===== src/design/tcv_pkg.sv =====
package tcv_pkg;

   localparam int CODE_W = 31;

   // byte class boundaries
   localparam logic [7:0] BYTE_LEAD_MIN  = 8'hc2;
   localparam logic [7:0] BYTE_LEAD3_MIN = 8'he0;
   localparam logic [7:0] BYTE_LEAD4_MIN = 8'hf0;
   localparam logic [7:0] BYTE_LEAD5_MIN = 8'hf8;
   localparam logic [7:0] BYTE_LEAD6_MIN = 8'hfc;
   localparam logic [7:0] BYTE_BAD_MIN   = 8'hfe;
   localparam logic [7:0] BYTE_CONT_MASK = 8'h3f;
   localparam logic [7:0] BYTE_ASCII_LIM = 8'h80;
   localparam logic [7:0] LATIN_MIN      = 8'd160;

   // code point limits
   localparam logic [CODE_W-1:0] CP_SURR_BASE = 31'h0000_d800;
   localparam logic [CODE_W-1:0] CP_SURR_MASK = 31'h0000_07ff;
   localparam logic [CODE_W-1:0] CP_BOM       = 31'h0000_feff;
   localparam logic [CODE_W-1:0] CP_NONCHAR0  = 31'h0000_fffe;
   localparam logic [CODE_W-1:0] CP_NONCHAR1  = 31'h0000_ffff;
   localparam logic [CODE_W-1:0] CP_LATIN_MIN = 31'd160;

   // sequence lengths
   localparam logic [2:0] SEQ_NONE = 3'd0;
   localparam logic [2:0] SEQ_LEN2 = 3'd2;
   localparam logic [2:0] SEQ_LEN3 = 3'd3;
   localparam logic [2:0] SEQ_LEN4 = 3'd4;
   localparam logic [2:0] SEQ_LEN5 = 3'd5;
   localparam logic [2:0] SEQ_LEN6 = 3'd6;

   typedef struct packed {
      logic [7:0] text_byte;
      logic       end_of_string;
   } tcv_req_type;

   typedef struct packed {
      logic ascii_ok;
      logic latin1_ok;
      logic utf8_ok;
   } tcv_rsp_type;

   typedef struct packed {
      logic              ascii_good;
      logic              latin_good;
      logic              utf_good;
      logic [2:0]        bytes_pending;
      logic [2:0]        sequence_length;
      logic [CODE_W-1:0] code_accum;
   } tcv_state_type;

   localparam tcv_state_type STATE_RESET = '{
      ascii_good:      1'b1,
      latin_good:      1'b1,
      utf_good:        1'b1,
      bytes_pending:   3'd0,
      sequence_length: 3'd0,
      code_accum:      '0
   };

   // tab, lf, cr and printable range
   function automatic logic text_char_ok(input logic [CODE_W-1:0] c);
      text_char_ok = (c >= 31'd32 && c < 31'd127) || c == 31'd9 || c == 31'd10
                     || c == 31'd13;
   endfunction

   function automatic logic code_point_ok(input logic [CODE_W-1:0] c);
      code_point_ok = text_char_ok(c)
                      || (c >= CP_LATIN_MIN && (c & ~CP_SURR_MASK) != CP_SURR_BASE
                          && c != CP_BOM && c != CP_NONCHAR0 && c != CP_NONCHAR1);
   endfunction

endpackage


===== src/design/tcv_step.sv =====
module tcv_step import tcv_pkg::*; (
   input  tcv_state_type cur,
   input  tcv_req_type   word,
   output tcv_state_type nxt,
   output tcv_rsp_type   result
);

   logic [7:0]        b;
   logic [CODE_W-1:0] b_ext;
   logic [CODE_W-1:0] code_shift;
   logic [2:0]        pending_dec;
   logic              overlong;
   tcv_state_type     upd;

   assign b           = word.text_byte;
   assign b_ext       = CODE_W'(b);
   assign code_shift  = {cur.code_accum[CODE_W-7:0], b[5:0]};
   assign pending_dec = cur.bytes_pending - 3'd1;

   // value below the smallest allowed for its length
   always_comb begin
      unique case (cur.sequence_length)
         SEQ_LEN3: overlong = code_shift[CODE_W-1:11] == '0;
         SEQ_LEN4: overlong = code_shift[CODE_W-1:16] == '0;
         SEQ_LEN5: overlong = code_shift[CODE_W-1:21] == '0;
         SEQ_LEN6: overlong = code_shift[CODE_W-1:26] == '0;
         default:  overlong = 1'b0;
      endcase
   end

   // per-byte verdict update
   always_comb begin
      upd = cur;
      if (!text_char_ok(b_ext)) upd.ascii_good = 1'b0;
      if (!(text_char_ok(b_ext) || b >= LATIN_MIN)) upd.latin_good = 1'b0;

      if (cur.bytes_pending != 3'd0) begin
         if (b[7:6] != 2'b10) begin
            // broken continuation drops the open sequence
            upd.utf_good        = 1'b0;
            upd.bytes_pending   = 3'd0;
            upd.sequence_length = SEQ_NONE;
            upd.code_accum      = '0;
         end else begin
            upd.code_accum    = code_shift;
            upd.bytes_pending = pending_dec;
            if (pending_dec == 3'd0) begin
               if (!code_point_ok(code_shift) || overlong) upd.utf_good = 1'b0;
               upd.sequence_length = SEQ_NONE;
               upd.code_accum      = '0;
            end
         end
      end else if (b < BYTE_ASCII_LIM) begin
         if (!code_point_ok(b_ext)) upd.utf_good = 1'b0;
      end else if (b < BYTE_LEAD_MIN || b >= BYTE_BAD_MIN) begin
         upd.utf_good = 1'b0;
      end else begin
         // lead byte opens a sequence
         priority if (b < BYTE_LEAD3_MIN) begin
            upd.sequence_length = SEQ_LEN2;
            upd.code_accum      = CODE_W'(b[4:0]);
         end else if (b < BYTE_LEAD4_MIN) begin
            upd.sequence_length = SEQ_LEN3;
            upd.code_accum      = CODE_W'(b[3:0]);
         end else if (b < BYTE_LEAD5_MIN) begin
            upd.sequence_length = SEQ_LEN4;
            upd.code_accum      = CODE_W'(b[2:0]);
         end else if (b < BYTE_LEAD6_MIN) begin
            upd.sequence_length = SEQ_LEN5;
            upd.code_accum      = CODE_W'(b[1:0]);
         end else begin
            upd.sequence_length = SEQ_LEN6;
            upd.code_accum      = CODE_W'(b[0]);
         end
         upd.bytes_pending = upd.sequence_length - 3'd1;
      end
   end

   // verdicts on the last byte, then fresh state for the next string
   always_comb begin
      result.ascii_ok  = upd.ascii_good;
      result.latin1_ok = upd.latin_good;
      result.utf8_ok   = upd.utf_good && upd.bytes_pending == 3'd0;
      nxt = word.end_of_string ? STATE_RESET : upd;
   end

endmodule


===== src/design/text_charset_validator.sv =====
// A final byte passes the input register and then the result register (two
// register stages) before its verdict word shows on rsp_valid/rsp_data.
// Throughput: one byte per cycle, set by the single-pass decode, unless a
// final byte waits on a result register that rsp_stall holds full.
// Reset: synchronous, active high; clears both register valid bits and the
// decoder state to the start-of-string verdicts.
module text_charset_validator import tcv_pkg::*; (
   input  logic        clock,
   input  logic        reset,
   input  logic        req_valid,
   output logic        req_stall,
   input  tcv_req_type req_data,
   output logic        rsp_valid,
   input  logic        rsp_stall,
   output tcv_rsp_type rsp_data
);

   logic          in_valid_ff, in_valid_in;
   tcv_req_type   in_word_ff, in_word_in;
   logic          out_valid_ff, out_valid_in;
   tcv_rsp_type   out_word_ff, out_word_in;
   tcv_state_type state_ff, state_in;
   tcv_state_type step_state;
   tcv_rsp_type   step_result;
   logic          consume;
   logic          req_take;

   tcv_step u_step (
      .cur    (state_ff),
      .word   (in_word_ff),
      .nxt    (step_state),
      .result (step_result)
   );

   // a held byte moves on unless it is a final byte and the result register is full and stalled
   assign consume  = in_valid_ff
                     && (!in_word_ff.end_of_string || !out_valid_ff || !rsp_stall);
   assign req_stall = in_valid_ff && !consume;
   assign req_take  = req_valid && !req_stall;

   // next values for input register, decoder state and result register
   always_comb begin
      in_valid_in  = in_valid_ff;
      in_word_in   = in_word_ff;
      out_valid_in = out_valid_ff;
      out_word_in  = out_word_ff;
      state_in     = state_ff;
      if (consume) begin
         in_valid_in = 1'b0;
         state_in    = step_state;
      end
      if (req_take) begin
         in_valid_in = 1'b1;
         in_word_in  = req_data;
      end
      if (out_valid_ff && !rsp_stall) out_valid_in = 1'b0;
      if (consume && in_word_ff.end_of_string) begin
         out_valid_in = 1'b1;
         out_word_in  = step_result;
      end
   end

   always_ff @(posedge clock) begin
      if (reset) begin
         in_valid_ff  <= 1'b0;
         out_valid_ff <= 1'b0;
         state_ff     <= STATE_RESET;
      end else begin
         in_valid_ff  <= in_valid_in;
         out_valid_ff <= out_valid_in;
         state_ff     <= state_in;
      end
      in_word_ff  <= in_word_in;
      out_word_ff <= out_word_in;
   end

   assign rsp_valid = out_valid_ff;
   assign rsp_data  = out_word_ff;

   // an open sequence always has a length, and nothing pending means none open
   assert property (@(posedge clock) disable iff (reset)
      (state_ff.bytes_pending == 3'd0) == (state_ff.sequence_length == SEQ_NONE))
      else $error("pending count and sequence length disagree");

   assert property (@(posedge clock) disable iff (reset)
      state_ff.sequence_length == SEQ_NONE
      || state_ff.bytes_pending < state_ff.sequence_length)
      else $error("more bytes pending than the sequence holds");

   // good ascii is a subset of good latin-1
   assert property (@(posedge clock) disable iff (reset)
      state_ff.ascii_good |-> state_ff.latin_good)
      else $error("ascii verdict good while latin-1 verdict bad");

   // a result word only follows a final byte leaving the input register
   assert property (@(posedge clock) disable iff (reset)
      !out_valid_ff ##1 out_valid_ff |-> $past(consume && in_word_ff.end_of_string))
      else $error("result word without a final byte");

endmodule


===== config.mk =====
export PLATFORM = sky130hd
export DESIGN_NAME = text_charset_validator
export DESIGN_NICKNAME = d
export VERILOG_FILES = /design/src/design/tcv_pkg.sv /design/src/design/tcv_step.sv /design/src/design/text_charset_validator.sv
export SDC_FILE = /design/constraint.sdc
export NUM_CORES = 1
export LEC_CHECK = 0
export ABC_CLOCK_PERIOD_IN_PS = 3090
export BUFFER_PORTS_ARGS = -buffer_cell sky130_fd_sc_hd__buf_2
export CORE_MARGIN = 1.5
export CORE_UTILIZATION = 55
export DETAILED_ROUTE_END_ITERATION = 16
export PLACE_DENSITY = 0.74
export SLEW_MARGIN = 20
export SYNTH_ARGS = -nofsm -noshare
export SYNTH_HDL_FRONTEND = slang
export SYNTH_SLANG_ARGS = --single-unit

===== constraint.sdc =====
create_clock -name clock -period 3.09 [get_ports clock]
set_input_delay 0.618 -clock clock [delete_from_list [all_inputs] [get_ports clock]]
set_output_delay 0.618 -clock clock [all_outputs]
set_load 0.02 [all_outputs]

* Yosys cells after proc, flatten, opt, wreduce, memory -nomap -nowiden
Index checks and enable logic that the tools add are counted.
** Storage, ports and cells
- Logic and storage cells :: 114
- Output and inout bits :: 5
- Input port bits :: 13
- Register bits after elaboration :: 48
** Cells by class
- $add $sub $neg :: 2
- Equality and inequality tests :: 18
- Order comparisons :: 14
- Mux-type cells :: 25
- Reduce and logical (&&, ||, !) cells :: 42
** Operators by type and width (number)
- $mux W34 :: 6
- $eq A31 B4 Y1 const B :: 3
- $ne A31 B16 Y1 const B :: 3
- $mux W38 :: 2
- $mux W37 :: 2
- $mux W33 :: 2
- $lt A8 B8 Y1 const B :: 6
- $mux W40 :: 1
- $ge A31 B6 Y1 const B :: 1
- $ge A31 B8 Y1 const B :: 1
- $lt A31 B7 Y1 const B :: 1
- $eq A8 B4 Y1 const B :: 3
- $ge A8 B8 Y1 const B :: 3
- $logic_not A20 Y1 :: 1
- $ne A20 B5 Y1 const B :: 1
- $logic_not A15 Y1 :: 1
- $logic_or A1 B1 Y1 :: 13
- $logic_and A1 B1 Y1 :: 12
- $mux W1 :: 11
- $logic_not A10 Y1 :: 1
- $eq A3 B3 Y1 const B :: 3
- $ge A8 B6 Y1 const B :: 1
- $lt A8 B7 Y1 const B :: 1
- $logic_not A1 Y1 :: 6
- 12 further kinds :: 16

* Longest topological paths before layout
- Depth after elaboration :: 14
- Gate-level depth with buffers :: 10
- Depth with buffers taken out :: 9

* Cells and area by module
Synthesis repeated with hierarchy kept, for this count alone.
** Unflattened totals
- Cells, all modules :: 380
- Area, all modules :: 3320.7 um^2
** Modules (own cells, without submodules)
- text_charset_validator :: cells an instance 197, seq. area each 1201.2 um^2, instances 1, area an instance 2247.2 um^2
- tcv_step :: cells an instance 183, seq. area each 0.0 um^2, instances 1, area an instance 1073.5 um^2

* Worst setup path before layout
No wires, ideal clock.
- Path kind :: flip-flop to flip-flop
- Start :: register in_word_ff[5] (netlist name)
- End :: register out_word_ff (netlist bit rsp_data[0]) (data pin)
- Period minus slack after synthesis :: 2.188 ns
- Buffers on the path :: 0
- Stages on the path, launching flop included :: 7
- Setup slack :: 0.902 ns
- Required time :: 2.940 ns
- Data arrival time :: 2.038 ns
- Library setup time :: 0.150 ns
- Path through :: edfxtp_1 -> or4_1 -> o211ai_2 -> nor2_2 -> o211a_1 -> or4_1 -> nor3_2
** RTL lines
- start, declared :: RTL line text_charset_validator.sv:19 : tcv_req_type in_word_ff, in_word_in;
- start signal, assigned :: RTL line text_charset_validator.sv:73 : in_word_ff <= in_word_in;
- end signal, assigned :: RTL line text_charset_validator.sv:74 : out_word_ff <= out_word_in;
- end, declared :: RTL line text_charset_validator.sv:21 : tcv_rsp_type out_word_ff, out_word_in;

* Worst setup path in the final report
- Start :: register in_word_ff[5] (netlist name)
- End :: register state_ff[0] (netlist name)
** Between the ends
- Longest elaborated chain between the ends :: 11
- Elaborated cells on any way between the ends :: 20
- Classes of those cells :: order compare: 6; eq/ne: 2; mux: 10; reduce/logical: 2
** Ends and longest elaborated chain
- $lt A8 B8 Y1 :: RTL line tcv_step.sv:65 : end else if (b < BYTE_LEAD5_MIN) begin
- $mux W33 :: RTL line tcv_step.sv:65
- $mux W34 :: RTL line tcv_step.sv:62 : end else if (b < BYTE_LEAD4_MIN) begin
- $mux W34 :: RTL line tcv_step.sv:59 : priority if (b < BYTE_LEAD3_MIN) begin
- $mux W34 :: RTL line tcv_step.sv:55 : end else if (b < BYTE_LEAD_MIN || b >= BYTE_BAD_MIN) begin
- $mux W34 :: RTL line tcv_step.sv:53 : end else if (b < BYTE_ASCII_LIM) begin
- $mux W34 :: RTL line tcv_step.sv:37 : if (cur.bytes_pending != 3'd0) begin
- $mux W37 :: RTL line tcv_step.sv:55
- $mux W37 :: RTL line tcv_step.sv:53
- $mux W38 :: RTL line tcv_step.sv:37
- $mux W40 :: RTL line tcv_step.sv:84 : nxt = word.end_of_string ? STATE_RESET : upd;
- end signal, assigned :: RTL line text_charset_validator.sv:71 : state_ff <= state_in;
- end, declared :: RTL line text_charset_validator.sv:22 : tcv_state_type state_ff, state_in;
Several ways; a longest one is shown, not always the timed one. The select of a mux whose other input is x is not followed.
A chain may end at the register's enable or synchronous reset.

==> flow_summary.yaml <==
logic_synthesis:
  yosys_most_used_dff: "dfxtp_1"
  ys_ff_latch: 48
  syn_area_um2: 2247
  syn_nets: 267
  synth_edf_count: 12
  synth_area_per_cell_um2: 8.989
  yosysSeqAreaShare_pct: 48.11
  synth-warning-count: 0
  synthCells: 250
  ys_types: 49
  ys_async_sr_fraction_pct: 0
place:
  io_buffers: 17
  dpl_worst_slack_ns: 0.6528
  hpwl_um: 3153
  gp_congestion: 0.8339
layout:
  multi_input_area_um2: 1077
  antenna_cells: 0
  final_core_util_pct: 62.10
  drive_gt1_share_pct: 13.21
  fill_cells: 346
  area_growth_pct: 9.744
  final_common_cell: "dfxtp_1"
  regArea_um2: 1081
  layout_common_cells: "dfxtp_1 (36), nand2_1 (29), a21oi_1 (29), nand3_1 (26), buf_2 (17)"
  finalNetCount: 281
timing:
  tns_ns: 0
  final_max_slew_viol_count: 0
  skew_ns: 0.005197
  rsz0062_at_grt: "no"
  min_period_over_period_pct: 79.86
  fmax_ghz: 0.4052
  hold_viol: 0
  slew_headroom_pct: 46.48
  final.setup.worst_slack_ns: 0.6224
  fin_crit_ns: 2.468
  setup_violations: 0
  worstMarginPinSlew_ns: 0.8027
drt:
  totalWireLength_um: 4595
  ant_nets: 0
  wl_per_cell_um: 14.59
  drcViolationCount: 0
  avgViaCountPerCell: 5.889
  vias: 1855
  drtIter0Drc: 130
  dr.pass1.iters: 4
cts:
  clkTransAtPathRegs_ns: 0.09
  cts_tree: "done"
  clock-root-buffer: "clkbuf_8"
  postCtsHoldBufs: 0
  htreeDepth: 2
  cts_setup_buffers: 0
  ctsResizeCount: 0
  cts_buffer_depth: 2
  cts_buffers: 5
  clock-sinks: 48
  worstSkewPairLatency_ns: 0.30
global_routing:
  gr-usage-met1_pct: 31.22
  use_met2_pct: 32.13
  use_met3_pct: 5.068
  grt_antenna_before_repair: 0
  grt_max_degree: 32
  gr-total-overflow: 0
  grt_use_total_pct: 21.92
  grt_pass1_vias: 1555
  busiest_layer: "met2"
  grt_pass1_wl_um: 7348
setup_path:
  cp.required_ns: 3.34
  rrSetupSlack_ns: 0.62
  path_max_fanout: 22
  setup.worst_path.end_class: "flip-flop"
  worstPathArrival_ns: 2.72
  critical_path_class: "reg -> reg"
  cp-start-kind: "flip-flop"
power_and_ir_drop:
  p_leak_nw: 0.8933
  ir_drop_mv: 0.4284
  powerDensity_nw_per_um2: 488.9
  totalPowerFinal_mw: 1.206
floorplan:
  die-area_um2: 4478
  initial_core_util_pct: 56.58
  rows: 23
  chipHeight_um: 66.92
  ios: 18
  core_um2: 3971
  fp.dieW_um: 66.92
worst_hold_path:
  hold_path_class: "reg -> reg"
flow_run:
  cap_violations: 0
status:
  outcome: "finished clean"
## worst max-delay path, stage by stage, from the launching register on
cell and delay, ns:
edfxtp_1 0.50, or4_1 0.57, o211ai_2 0.19, nor2_2 0.11
o31a_1 0.52, nor2_1 0.36, a22o_1 0.19
## registers in the layout (all words and copies together), names as in the netlist
register     count
in_valid_ff      1
in_word_ff       9
rsp_data         3
rsp_valid        1
state_ff        34
## where the power goes
part | total [mW] | internal [mW] | switching (mW) | leakage [nW]
clock network | 0.449 | 0.239 | 0.209 | 0.0541
logic | 0.0826 | 0.0319 | 0.0507 | 0.433
registers | 0.674 | 0.658 | 0.0164 | 0.406
total | 1.21 | 0.929 | 0.276 | 0.893
## per-layer routing
| layer | routed length [µm] | part of all wire [%] |
|---|---|---|
| met5 | 0 | 0 |
| met4 | 65 | 1.4 |
| met3 | 157 | 3.4 |
| met2 | 2048 | 45 |
| met1 | 2324 | 51 |
## per-stage QoR
stage	hold WS (ns)	instance area, µm²	std cells
global placement	0.4352	2355	307
CTS	0.4546	2466	315
floorplan	0.4263	2247	250
global route	0.4644	2466	315
finish	0.4495	2466	315
detailed placement	0.4438	2355	307
## final cells by class
cell class | instances | share of cell area [%]
Multi-Input combinational cell | 181 | 43.68
Tap cell | 50 | 2.537
Timing Repair Buffer | 19 | 4.059
Clock buffer | 5 | 2.790
Sequential cell | 48 | 43.84
Inverter | 9 | 1.370
Clock inverter | 3 | 1.725
## logic make-up after synthesis
| group | Yosys count | synth area share, % |
|---|---|---|
| flip-flops | 48 | 48.11 |
| adder cells (fa/ha/maj) | 4 | 2.227 |
| multiplexers | 1 | 0.4455 |
| AND/OR/NAND/NOR | 109 | 25.39 |
| XOR/XNOR | 1 | 0.3898 |
| buffers and inverters | 21 | 3.953 |
| AO/OA/AOI/OAI | 66 | 19.49 |
## final timing paths
path / depth (start not counted) / endpoint / from
setup / recovery: 6 / state_ff[0]$_SDFFE_PP0P_ / in_word_ff[5]$_DFFE_PP_
setup reg to reg: 6 / state_ff[0]$_SDFFE_PP0P_ / in_word_ff[5]$_DFFE_PP_
hold reg to reg: 2 / state_ff[24]$_SDFFE_PP0P_ / state_ff[24]$_SDFFE_PP0P_
hold / removal: 2 / state_ff[24]$_SDFFE_PP0P_ / state_ff[24]$_SDFFE_PP0P_
## Yosys cell counts (2+ instances only)
master | count | area (µm²)
nand2b_1 | 4 | 25.02
o21ai_0 | 7 | 35.03
o211a_1 | 2 | 20.02
o21a_1 | 2 | 15.01
nand4_1 | 4 | 25.02
a31oi_1 | 3 | 18.77
or4_1 | 7 | 52.55
and2_1 | 3 | 18.77
nor4_1 | 2 | 12.51
ha_1 | 4 | 50.05
a311oi_1 | 2 | 17.52
nor2b_1 | 3 | 18.77
or4b_2 | 2 | 20.02
nand2_1 | 29 | 108.9
nor4bb_1 | 2 | 20.02
a22oi_1 | 3 | 22.52
nor2_2 | 2 | 12.51
edfxtp_1 | 12 | 360.4
clkbuf_1 | 9 | 33.78
o2bb2ai_1 | 2 | 17.52
nor2_1 | 14 | 52.55
buf_2 | 2 | 10.01
a21oi_1 | 29 | 145.1
a32o_1 | 5 | 50.05
inv_1 | 9 | 33.78
dfxtp_1 | 36 | 720.7
nor3_1 | 4 | 20.02
nand3_1 | 26 | 130.1
No activity file was read; power rests on OpenSTA's default activity.
